## src/rtl/core/plst_pkg.sv

```systemverilog
// plst_pkg: shared constants, command/status codes and transaction types
// for the positional list engine. No dependencies.
package plst_pkg;

    localparam int CAPACITY = 128;
    localparam int ADDR_W   = $clog2(CAPACITY);
    localparam int CNT_W    = $clog2(CAPACITY + 1);
    // Working width for position/count arithmetic; covers the 8-bit position field.
    localparam int EW       = ((CNT_W > 8) ? CNT_W : 8) + 1;

    localparam logic [2:0] CMD_INSERT = 3'd0;
    localparam logic [2:0] CMD_DELETE = 3'd1;
    localparam logic [2:0] CMD_READ   = 3'd2;
    localparam logic [2:0] CMD_SEARCH = 3'd3;
    localparam logic [2:0] CMD_CLEAR  = 3'd4;

    localparam logic [1:0] ST_OK     = 2'd0;
    localparam logic [1:0] ST_BADPOS = 2'd1;
    localparam logic [1:0] ST_FULL   = 2'd2;
    localparam logic [1:0] ST_EMPTY  = 2'd3;

    typedef struct packed {
        logic [2:0]         cmd;
        logic [7:0]         position;
        logic signed [31:0] value;
    } t_in;

    typedef struct packed {
        logic [1:0]         status;
        logic signed [31:0] read_value;
        logic [7:0]         found_position;
        logic [7:0]         count;
    } t_out;

    // controller -> datapath
    typedef struct packed {
        logic load;       // capture accepted input transaction
        logic scan_init;  // set up scan index and length
        logic scan_rd;    // issue one scan read and advance
        logic rd_single;  // read entry at position-1
        logic put;        // write inserted value at position-1
        logic post;       // load result register, commit count
    } t_dp_ctl;

    // datapath -> controller
    typedef struct packed {
        logic [2:0] cmd;
        logic       err;       // precheck failed
        logic       scan_end;  // no scan reads left
        logic       rd_pend;   // scan read in flight
        logic       hit;       // search matched
        logic       out_free;  // result register can take a result
    } t_dp_sts;

endpackage

```

## src/rtl/core/plst_ctrl.sv

```systemverilog
// plst_ctrl: command sequencer for the positional list engine.
// Depends on plst_pkg; drives plst_dp through t_dp_ctl / t_dp_sts.
module plst_ctrl (
    input  logic              i_clk,
    input  logic              i_rst_n,
    input  logic              i_in_valid,
    output logic              o_in_ready,
    input  plst_pkg::t_dp_sts i_sts,
    output plst_pkg::t_dp_ctl o_ctl
);
    import plst_pkg::*;

    localparam logic [2:0] S_IDLE = 3'd0;
    localparam logic [2:0] S_DISP = 3'd1;
    localparam logic [2:0] S_SCAN = 3'd2;
    localparam logic [2:0] S_PUT  = 3'd3;
    localparam logic [2:0] S_FIN  = 3'd4;

    logic [2:0] r_state;
    logic [2:0] n_state;

    always_comb begin
        n_state = r_state;
        o_ctl   = '0;
        unique case (r_state)
            S_IDLE: begin
                if (i_in_valid) begin
                    o_ctl.load = 1'b1;
                    n_state    = S_DISP;
                end
            end
            S_DISP: begin
                if (i_sts.err) begin
                    n_state = S_FIN;
                end else begin
                    priority case (i_sts.cmd)
                        CMD_INSERT, CMD_DELETE, CMD_SEARCH: begin
                            o_ctl.scan_init = 1'b1;
                            n_state         = S_SCAN;
                        end
                        CMD_READ: begin
                            o_ctl.rd_single = 1'b1;
                            n_state         = S_FIN;
                        end
                        default: n_state = S_FIN;
                    endcase
                end
            end
            S_SCAN: begin
                if (i_sts.cmd == CMD_SEARCH && i_sts.hit) begin
                    n_state = S_FIN;
                end else if (!i_sts.scan_end) begin
                    o_ctl.scan_rd = 1'b1;
                end else if (!i_sts.rd_pend) begin
                    n_state = (i_sts.cmd == CMD_INSERT) ? S_PUT : S_FIN;
                end
            end
            S_PUT: begin
                o_ctl.put = 1'b1;
                n_state   = S_FIN;
            end
            S_FIN: begin
                if (i_sts.out_free) begin
                    o_ctl.post = 1'b1;
                    n_state    = S_IDLE;
                end
            end
            default: n_state = S_IDLE;
        endcase
    end

    always_ff @(posedge i_clk) begin
        if (!i_rst_n) begin
            r_state <= S_IDLE;
        end else begin
            r_state <= n_state;
        end
    end

    assign o_in_ready = (r_state == S_IDLE);

endmodule

```

## config.mk

```make
export PLATFORM = sky130hd
export DESIGN_NAME = plst_ctrl
export DESIGN_NICKNAME = d
export VERILOG_FILES = /design/src/rtl/core/plst_pkg.sv /design/src/rtl/core/plst_ctrl.sv
export SDC_FILE = /design/constraint.sdc
export NUM_CORES = 1
export LEC_CHECK = 0
export ABC_AREA = 1
export BUFFER_PORTS_ARGS = -buffer_cell sky130_fd_sc_hd__buf_2
export CORE_AREA = 3 3 40 42
export DETAILED_ROUTE_END_ITERATION = 6
export DIE_AREA = 0 0 43 45
export SLEW_MARGIN = 20
export SYNTH_ARGS = -nofsm -noshare
export SYNTH_HDL_FRONTEND = slang
export SYNTH_SLANG_ARGS = --single-unit
```

## constraint.sdc

```tcl
create_clock -name i_clk -period 3 [get_ports i_clk]
set_clock_uncertainty 0.05 [all_clocks]
set_input_delay 0.45 -clock i_clk [delete_from_list [all_inputs] [get_ports i_clk]]
set_output_delay 0.45 -clock i_clk [all_outputs]
set_load 0.05 [all_outputs]
```

After elaboration in Yosys (flattened, before gate mapping) --
Index checks and enable logic that the tools add are counted.
Cells by class: equal/unequal tests 11, multiplexer cells 23, reduce and logical (&&, ||, !) cells 5
Operators by type and width (number):
- 3-bit two-way mux | 8
- 3-bit one-hot mux with 5 select lines | 1
- 1-bit two-way mux | 14
- 3-bit by 2-bit equality test with 1-bit output, second input constant | 4
- 3-bit by 1-bit equality test with 1-bit output, second input constant | 2
- 3-bit logical NOT | 2
- 3-bit != test, second input constant | 2
- 2-bit != test, second input constant | 2
- 4-bit AND reduction | 1
- 3-bit equality test, second input constant | 1
- 3-bit OR reduction | 1
- 1-bit logical AND | 1
Word-level totals: flip-flop bits (word level) 3, input port bits 11, output and inout bits 7, logic and storage cells 40

Logic depth before layout (Yosys ltp) --
Gate-level depths: netlist of run 1.
depth in word-level cells 6, gate-level depth with buffers 7, depth with buffers taken out 7

Least setup slack after synthesis of run 1 --
Ideal clock, no wire load.
path kind flip-flop to output port, from reg r_state[2], to out o_ctl[0] (netlist bit), data arrival time 1.962 ns, slack 0.538 ns, stages on the path, launching flop included 3, buffers on the path 0, cell sequence dfxtp_1 > inv_2 > nor4_1
RTL lines:
- from (decl) | RTL line plst_ctrl.sv:19 | logic [2:0] r_state;
- from (signal assigned) | RTL line plst_ctrl.sv:76 | r_state <= n_state;
- to (decl) | RTL line plst_ctrl.sv:9 | output plst_pkg::t_dp_ctl o_ctl

==> impl_metrics.json, run 1 <==
{
  "outcome": "finished clean",
  "antenna_left": 0,
  "clock-root-buffer": "sky130_fd_sc_hd__clkbuf_4",
  "ioPinCount": 18,
  "wire_length_of_the_first_global_routing_pass_um": 1297,
  "tritoncts_clock_tree": "done",
  "vias": 360,
  "synthCells": 54,
  "gp_weighted_congestion": 0.7548,
  "slew_headroom_pct": 83.16,
  "largestRegisters": "r_state: 3 flops",
  "cts_sinks": 3,
  "cts-buffers-inserted": 3,
  "port-buffer-count": 17,
  "drc": 0,
  "power.clock.fraction_pct": 16.7,
  "power.combinational.fraction_pct": 64.7,
  "maxSlewViolCount": 0,
  "required_ps": 2500,
  "wl_per_cell_um": 7.867,
  "core_area_mm2": 0.001285,
  "postSynthRegisterBits": 3,
  "timing.final.hold_violations": 0,
  "grt_start_max_net_pins": 6,
  "timing.critical_path.fanout_max": 5,
  "cellInternalPower_w": 0.0001815,
  "ys_types": 15,
  "grt_use_total_pct": 9.061,
  "tightest_slew_ps": 254.3,
  "grt_setup_unrepaired": "false",
  "final_period_demand_of_the_worst_path_ps": 1787,
  "regToRegSetupSlack_ps": 1910,
  "fin_nets": 87,
  "switching_portion_of_total_power_pct": 57.09,
  "grt_antenna_before_repair": 0,
  "synth_warnings": 0,
  "post-cts-setup-buffer-count": 0,
  "pwr_density_cell_mw_per_mm2": 968.3,
  "worst-endpoint-arrival_ps": 1290,
  "synth.cell_area_um2": 306.5,
  "number_of_iterations_in_the_first_detailed_routing_pass": 3,
  "top_register": "r_state",
  "die_area_mm2": 0.001935,
  "totalNegativeSetupSlack_ps": 0,
  "hpwlAfterDp_um": 610.8,
  "worst_skew_pair.late_latency_ps": 230,
  "maxClockFrequency_ghz": 0.5598,
  "ctsResizeCount": 0,
  "detail_route.iter0.violations": 1,
  "clock_tree.buffer_depth": 2,
  "synth_fp_nets": 65,
  "die_h_um": 45,
  "post_route_cells_drive_above_1_share_pct": 44.00,
  "startpoint_type": "flop",
  "p_leak_nw": 0.2630,
  "largest_register_ffs": 3,
  "peakVddDrop_mv": 0.3874,
  "synth_seq_area_share_pct": 19.59,
  "dieWidth_um": 43,
  "ctsHtreeMaxLevel": 1,
  "routed_wire_length_um": 708,
  "grt.overflow.total": 0,
  "min_path_type": "primary input to flop",
  "synthToLayoutAreaGrowth_pct": 42.45,
  "first_global_vias": 347,
  "setup.worst_path.class": "flop to output port",
  "switchingPower_w": 0.0002414,
  "worst_setup_hold_path_clk_slew_ps": 40,
  "final_core_util_pct": 33.98,
  "seq_power_share_pct": 18.6,
  "setup_viol_count_final": 0,
  "fillerInstances": 153,
  "std_cell_rows": 13,
  "hold_buffers": 0,
  "routed_via_density": 4.000,
  "antenna_cells": 0,
  "critical_path.endpoint_type": "output port",
  "maxCapViolCount": 0,
  "final.period_utilization_pct": 59.55,
  "floorplan.initialDensity_pct": 23.86,
  "synthesis.area_per_instance_um2": 5.677
}
## final timing paths
kind | startpoint | end | cells after the start
setup / recovery | r_state[1] | o_ctl[3] | 5
hold / removal | i_rst_n | r_state[1] | 3
setup reg to reg | r_state[0] | r_state[2] | 6
hold reg to reg | r_state[2] | r_state[2] | 2
## synthesized netlist by cell type
cell type,number,share of area (%)
sky130_fd_sc_hd__a21oi_2,1,2.9
sky130_fd_sc_hd__dfxtp_1,3,20
sky130_fd_sc_hd__inv_1,11,13
sky130_fd_sc_hd__inv_2,3,3.7
sky130_fd_sc_hd__nand2_1,12,15
sky130_fd_sc_hd__nand2_2,2,4.1
sky130_fd_sc_hd__nand3_1,4,6.5
sky130_fd_sc_hd__nand3_2,2,6.5
sky130_fd_sc_hd__nand4_1,2,4.1
sky130_fd_sc_hd__nor2_1,7,8.6
sky130_fd_sc_hd__nor2_2,3,6.1
sky130_fd_sc_hd__nor3_2,1,3.3
sky130_fd_sc_hd__nor4_1,1,2.0
sky130_fd_sc_hd__o21ai_0,1,1.6
sky130_fd_sc_hd__o21ai_2,1,2.9
## per-stage QoR
| step | cells | setup WS (ps) | hold slack, ps | area (um^2) | total power (W) |
|---|---|---|---|---|---|
| final | 90 | 1214 | 404.3 | 436.7 | 0.0004228 |
| after global routing | 90 | 1121 | 401.1 | 436.7 | 0.0004628 |
| after CTS | 90 | 1200 | 394.8 | 436.7 | 0.0004297 |
| after detailed placement | 86 | 1319 | 536.3 | 410.4 | 0.0003554 |
| after global placement | 86 | 1350 | 535.4 | 410.4 | 0.0003532 |
| after floorplan | 54 | 538.4 | 500.2 | 306.5 | 0.0003012 |
## kinds of logic after synthesis
group / count (synthesis) / synth area share [%]
buffers and inverters: 14 / 17.14
and+or+nand+nor: 34 / 55.92
AOI/OAI and AO/OA: 3 / 7.346
DFF: 3 / 19.59
## worst max-delay path, cell delays in order (launching register included)
cell and delay (ps):
sky130_fd_sc_hd__dfxtp_1 380, sky130_fd_sc_hd__nand2_1 80, sky130_fd_sc_hd__nor2_2 170, sky130_fd_sc_hd__nand2_1 80
sky130_fd_sc_hd__nor2_1 80, sky130_fd_sc_hd__buf_2 260
## routing by layer
layer	wire length [um]	vias to the layer above	track usage, %
met3	36	0	2.390
met2	364	9	14.07
met1	307	144	10.55
met5	0	-	0
li1	-	207	-
met4	0	0	7.229
## layout make-up
| cell class | count | area, um^2 | share of cell area [%] |
|---|---|---|---|
| sequential | 3 | 60.06 | 13.75 |
| inverter | 14 | 52.55 | 12.03 |
| multi-input combinational | 37 | 193.9 | 44.41 |
| timing repair buffer | 17 | 85.08 | 19.48 |
| tap | 15 | 18.77 | 4.298 |
| clock buffer | 4 | 26.28 | 6.017 |
## power groups by stage
stage	Sequential (W)	Combinational (W)	Clock [W]
finish	0.0000786	0.000274	0.0000706
global route	0.0000823	0.000300	0.0000805
CTS	0.0000789	0.000277	0.0000741
detailed placement	0.0000793	0.000276	0
global placement	0.0000797	0.000273	0
floorplan	0.0000755	0.000226	0
## placed cells by master (no fill, tap or decap)
| master | synthesis | final |
|---|---|---|
| sky130_fd_sc_hd__a21oi_2 | 1 | 1 |
| sky130_fd_sc_hd__buf_2 | 0 | 17 |
| sky130_fd_sc_hd__clkbuf_1 | 0 | 1 |
| sky130_fd_sc_hd__clkbuf_4 | 0 | 3 |
| sky130_fd_sc_hd__dfxtp_1 | 3 | 3 |
| sky130_fd_sc_hd__inv_1 | 11 | 11 |
| sky130_fd_sc_hd__inv_2 | 3 | 3 |
| sky130_fd_sc_hd__nand2_1 | 12 | 12 |
| sky130_fd_sc_hd__nand2_2 | 2 | 2 |
| sky130_fd_sc_hd__nand3_1 | 4 | 4 |
| sky130_fd_sc_hd__nand3_2 | 2 | 2 |
| sky130_fd_sc_hd__nand4_1 | 2 | 2 |
| sky130_fd_sc_hd__nor2_1 | 7 | 7 |
| sky130_fd_sc_hd__nor2_2 | 3 | 3 |
| sky130_fd_sc_hd__nor3_2 | 1 | 1 |
| sky130_fd_sc_hd__nor4_1 | 1 | 1 |
| sky130_fd_sc_hd__o21ai_0 | 1 | 1 |
| sky130_fd_sc_hd__o21ai_2 | 1 | 1 |
Power figures use the tool's default switching activity.
==> run 2, diff against run 1 <==
clock period = 1.7 ns   (was 3 ns; I/O delays follow)
==> impl_metrics.json, run 2 (synthesis gave the netlist of run 1 again) <==
{
  "outcome": "finished clean",
  "fin_nets": 87,
  "post-cts-setup-buffer-count": 0,
  "clock-root-buffer": "sky130_fd_sc_hd__clkbuf_4",
  "grt.overflow.total": 0,
  "top_register": "r_state",
  "setup.worst_path.class": "flop to output port",
  "ioPinCount": 18,
  "min_path_type": "primary input to flop",
  "postLayoutSetupSlackWorst_ps": 124.6,
  "routed_via_density": 4.156,
  "wl_per_cell_um": 8.711,
  "cts-buffers-inserted": 3,
  "dieWidth_um": 43,
  "pre_cts_ws_ps": 357.6,
  "final_period_demand_of_the_worst_path_ps": 1575,
  "hpwlAfterDp_um": 635.6,
  "tritoncts_clock_tree": "done",
  "power.combinational.fraction_pct": 64.8,
  "maxClockFrequency_ghz": 0.6348,
  "synthToLayoutAreaGrowth_pct": 45.31,
  "power.clock.fraction_pct": 16.3,
  "maxSlewViolCount": 0,
  "layout.cells.most_common_list": "16 x sky130_fd_sc_hd__buf_2, 12 x sky130_fd_sc_hd__nand2_1, 11 x sky130_fd_sc_hd__inv_1",
  "setup_viol_count_final": 0,
  "worst_skew_pair.late_latency_ps": 230,
  "grt_start_max_net_pins": 6,
  "number_of_iterations_in_the_first_detailed_routing_pass": 2,
  "antenna_left": 0,
  "ctsHtreeMaxLevel": 1,
  "worst_setup_hold_path_clk_slew_ps": 40,
  "grt_use_total_pct": 8.319,
  "timing.final.hold_violations": 0,
  "post_route_cells_drive_above_1_share_pct": 45.33,
  "post-layout-total-power_w": 0.0007612,
  "cellInternalPower_w": 0.0003241,
  "final.period_utilization_pct": 92.67,
  "port-buffer-count": 17,
  "tightest_slew_ps": 253.8,
  "die_h_um": 45,
  "layout_commonest_cell": "sky130_fd_sc_hd__buf_2",
  "required_ps": 1390,
  "maxCapViolCount": 0,
  "timing.critical_path.fanout_max": 4,
  "wire_length_of_the_first_global_routing_pass_um": 1186,
  "largestRegisters": "r_state: 3 flops",
  "pwr_density_cell_mw_per_mm2": 1709,
  "slew_headroom_pct": 82.90,
  "detail_route.iter0.violations": 3,
  "drc": 0,
  "seq_power_share_pct": 18.9,
  "clock_tree.buffer_depth": 2,
  "critical_path.endpoint_type": "output port",
  "switchingPower_w": 0.0004371,
  "worst-endpoint-arrival_ps": 1270,
  "antenna_cells": 0,
  "peakVddDrop_mv": 0.6617,
  "first_global_vias": 324,
  "floorplan.initialDensity_pct": 23.86,
  "routed_wire_length_um": 784,
  "vias": 374,
  "die_area_mm2": 0.001935,
  "switching_portion_of_total_power_pct": 57.42,
  "startpoint_type": "flop",
  "core_area_mm2": 0.001285,
  "grt_antenna_before_repair": 0,
  "std_cell_rows": 13,
  "largest_register_ffs": 3,
  "p_leak_nw": 0.2630,
  "gp_weighted_congestion": 0.7697,
  "cts_sinks": 3,
  "hold-worst-slack_ps": 228.0
}
[run 2: cell count changes in the layout (fill, tap and decap cells not counted), sizes merged]
| cell | change |
|---|---|
| buf | -1 |
| clkbuf | +1 |
[run 2: worst paths after layout]
check	startpoint	endpoint	slack, ps	cells past startpoint
worst max-delay path	r_state[0]	o_ctl[4]	120	5
worst min-delay path	i_rst_n	r_state[1]	230	3
worst max register to register	r_state[2]	r_state[1]	560	7
worst min register to register	r_state[2]	r_state[2]	560	2
[run 2: final cells by class]
class,count,area (um^2)
Timing Repair Buffer,17,87.58
Sequential cell,3,60.06
Multi-Input combinational cell,37,200.2
Tap cell,15,18.77
Inverter,14,52.55
Fill cell,150,839.6
Clock buffer,4,26.28
[run 2: power by group through the flow]
| stage | Sequential (W) | Combinational [W] | Clock (W) |
|---|---|---|---|
| after CTS | 0.000143 | 0.000497 | 0.000129 |
| after global placement | 0.000143 | 0.000487 | 0 |
| after global routing | 0.000148 | 0.000533 | 0.000138 |
| after detailed placement | 0.000143 | 0.000494 | 0 |
| final | 0.000144 | 0.000493 | 0.000124 |
| after floorplan | 0.000136 | 0.000402 | 0 |
[run 2: layer usage]
| layer | track usage [%] | routed length, um | share of wire [%] | vias up |
|---|---|---|---|---|
| li1 | - | - | - | 206 |
| met5 | 0 | 0 | 0 | - |
| met1 | 8.413 | 356 | 45 | 158 |
| met4 | 3.614 | 0 | 0 | 0 |
| met2 | 14.67 | 378 | 48 | 10 |
| met3 | 3.984 | 49 | 6.3 | 0 |
[run 2: repair_timing]
| action | CTS | global route |
|---|---|---|
| hold endpoints to repair | 0 | 0 |
| setup endpoints to repair | 0 | 1 |
| resized for setup | 0 | 1 |
| hold buffers | 0 | 0 |
[run 2: metrics by stage]
| stage | std cells | cell area, um^2 | setup TNS (ps) | utilization [%] |
|---|---|---|---|---|
| after global routing | 90 | 445.4 | -0.6978 | 34.66 |
| after global placement | 86 | 416.7 | 0 | 32.42 |
| final | 90 | 445.4 | 0 | 34.66 |
| after detailed placement | 86 | 416.7 | 0 | 32.42 |
| after floorplan | 54 | 312.8 | 0 | - |
| after CTS | 90 | 442.9 | 0 | 34.47 |
[run 2: worst max-delay path, cell delays in order (launching register included)]
cell,delay [ps]
sky130_fd_sc_hd__dfxtp_1,390
sky130_fd_sc_hd__inv_2,60
sky130_fd_sc_hd__nor2_2,140
sky130_fd_sc_hd__nand4_1,140
sky130_fd_sc_hd__inv_1,70
sky130_fd_sc_hd__buf_2,250
==> run 3, diff against run 2 <==
--- a/config.mk
+++ b/config.mk
@@ -11,5 +11,4 @@
 export DETAILED_ROUTE_END_ITERATION = 6
 export DIE_AREA = 0 0 43 45
-export SLEW_MARGIN = 20
 export SYNTH_ARGS = -nofsm -noshare
 export SYNTH_HDL_FRONTEND = slang
==> constraint.sdc (replaced) <==
create_clock -name i_clk -period 1.45 [get_ports i_clk]
set_clock_uncertainty 0.05 [all_clocks]
set_input_delay 0.3625 -clock i_clk [delete_from_list [all_inputs] [get_ports i_clk]]
set_output_delay 0.3625 -clock i_clk [all_outputs]
set_load 0.05 [all_outputs]
==> impl_metrics.json, run 3 (synthesis gave the netlist of run 1 again) <==
{
  "outcome": "complete, but fails checks",
  "failing_checks": "setup timing",
  "fin_nets": 95,
  "cp_num_cells": 3,
  "design_area_um2": 605.6,
  "port-buffer-count": 17,
  "antenna_cells": 0,
  "critical_path.endpoint_type": "output port",
  "cpMaxStageDelayCell": "sky130_fd_sc_hd__dfxtp_2",
  "cts-buffers-inserted": 3,
  "final_core_util_pct": 47.13,
  "die_h_um": 45,
  "hpwlAfterDp_um": 675.8,
  "detail_route.iter0.violations": 3,
  "hold_buffers": 0,
  "maxClockFrequency_ghz": 0.6429,
  "dieWidth_um": 43,
  "number_of_iterations_in_the_first_detailed_routing_pass": 2,
  "worst-endpoint-arrival_ps": 1140,
  "largest_register_ffs": 3,
  "final_period_demand_of_the_worst_path_ps": 1555,
  "floorplan.initialDensity_pct": 23.86,
  "maxCapViolCount": 0,
  "pwr_density_cell_mw_per_mm2": 1899,
  "die_area_mm2": 0.001935,
  "whs_path_depth": 3,
  "wl_per_cell_um": 9.347,
  "post_route_cells_drive_above_1_share_pct": 66.27,
  "tightest_slew_ps": 215.1,
  "clock_tree.buffer_depth": 2,
  "std_cell_rows": 13,
  "cts_sinks": 3,
  "post-layout-total-power_w": 0.001150,
  "antenna_left": 0,
  "grt_antenna_before_repair": 0,
  "routed_wire_length_um": 916,
  "setup_viol_count_final": 7,
  "largestRegisters": "r_state: 3 flops",
  "postLayoutSetupSlackWorst_ps": -105.4,
  "first_global_vias": 419,
  "grt_setup_unrepaired": "true",
  "core_area_mm2": 0.001285,
  "ioPinCount": 18,
  "routed_via_density": 4.122,
  "grt_start_max_net_pins": 6,
  "final.period_utilization_pct": 107.3,
  "detailed_place.area_um2": 480.5,
  "slowest_delay_ps": 330,
  "required_ps": 1040,
  "peakVddDrop_mv": 0.6236,
  "worst_setup_hold_path_clk_slew_ps": 30,
  "totalNegativeSetupSlack_ps": -514.5,
  "maxSlewViolCount": 0,
  "vias": 404,
  "grt_use_total_pct": 11.55,
  "critical_path.cell_chain": "buf_6, nor4_4, buf_6",
  "min_path_type": "primary input to flop",
  "drc": 0,
  "timing.critical_path.fanout_max": 4,
  "slew_headroom_pct": 85.51,
  "wire_length_of_the_first_global_routing_pass_um": 1628,
  "ctsHtreeMaxLevel": 1,
  "tritoncts_clock_tree": "done",
  "layout.cells.most_common_list": "11 x sky130_fd_sc_hd__inv_1, 10 x sky130_fd_sc_hd__buf_2, 8 x sky130_fd_sc_hd__nand2_1, 8 x sky130_fd_sc_hd__buf_6, 7 x sky130_fd_sc_hd__buf_4",
  "synthToLayoutAreaGrowth_pct": 97.55,
  "clock-root-buffer": "sky130_fd_sc_hd__clkbuf_4",
  "timing.reg2reg.worst_path_depth": 7,
  "cp.buffers_inverters": 2,
  "path_delay_family": "flip-flops",
  "top_cell_by_count_worst_path": "sky130_fd_sc_hd__buf_6",
  "timing.final.hold_violations": 0,
  "p_leak_nw": 0.3129,
  "startpoint_type": "flop",
  "setup.worst_path.class": "flop to output port",
  "layout_commonest_cell": "sky130_fd_sc_hd__inv_1",
  "grt.overflow.total": 0,
  "top_register": "r_state",
  "worst_skew_pair.late_latency_ps": 230,
  "gp_weighted_congestion": 0.7751
}
[run 3: where the power goes]
part / total [W] / leakage (nW) / internal [W] / switching, W
clock: 0.000147 / 0.0150 / 0.000103 / 0.0000437
sequential: 0.000175 / 0.0258 / 0.000125 / 0.0000505
combinational: 0.000828 / 0.272 / 0.000327 / 0.000501
total: 0.00115 / 0.313 / 0.000555 / 0.000596
[run 3: tightest hold or removal path, delay by kind of cell]
family          cells  cell delay, ps
simple gates        1              40
compound gates      1              60
buf+inv             1             110
[run 3: cell type report]
| type | count | area, um^2 |
|---|---|---|
| clock buffer | 4 | 26.28 |
| fill | 147 | 679.4 |
| inverter | 14 | 52.55 |
| multi-input combinational | 37 | 251.5 |
| sequential | 3 | 63.81 |
| tap | 15 | 18.77 |
| timing repair buffer | 25 | 192.7 |
[run 3: worst paths after layout]
check	start	to	slack (ps)
hold reg to reg	r_state[2]	r_state[2]	500
setup / recovery	r_state[1]	o_ctl[0]	-110
setup reg to reg	r_state[1]	r_state[1]	220
hold / removal	i_rst_n	r_state[1]	320
[run 3: per-stage QoR]
step	hold WS, ps	std cells	worst slack (ps)
finish	323.3	98	-105.4
global route	315.9	98	-179.6
CTS	313.8	99	-110.3
detailed placement	526.8	91	-92.77
global placement	532.4	91	-70.16
floorplan	428.2	54	-49.11
[run 3: repair_timing]
action                                  CTS  global route
setup buffers                             4             1
pin swaps                                 2             2
gates resized for setup                  22             4
endpoints found under the setup margin    7             8
[run 3: routing by layer]
metal  track usage (%)  routed length, um  vias to the layer above
li1                  -                  -                      221
met3             5.976                 70                        0
met2             21.86                502                       12
met5                 0                  0                        -
met1             11.51                343                      171
met4             1.807                  0                        0
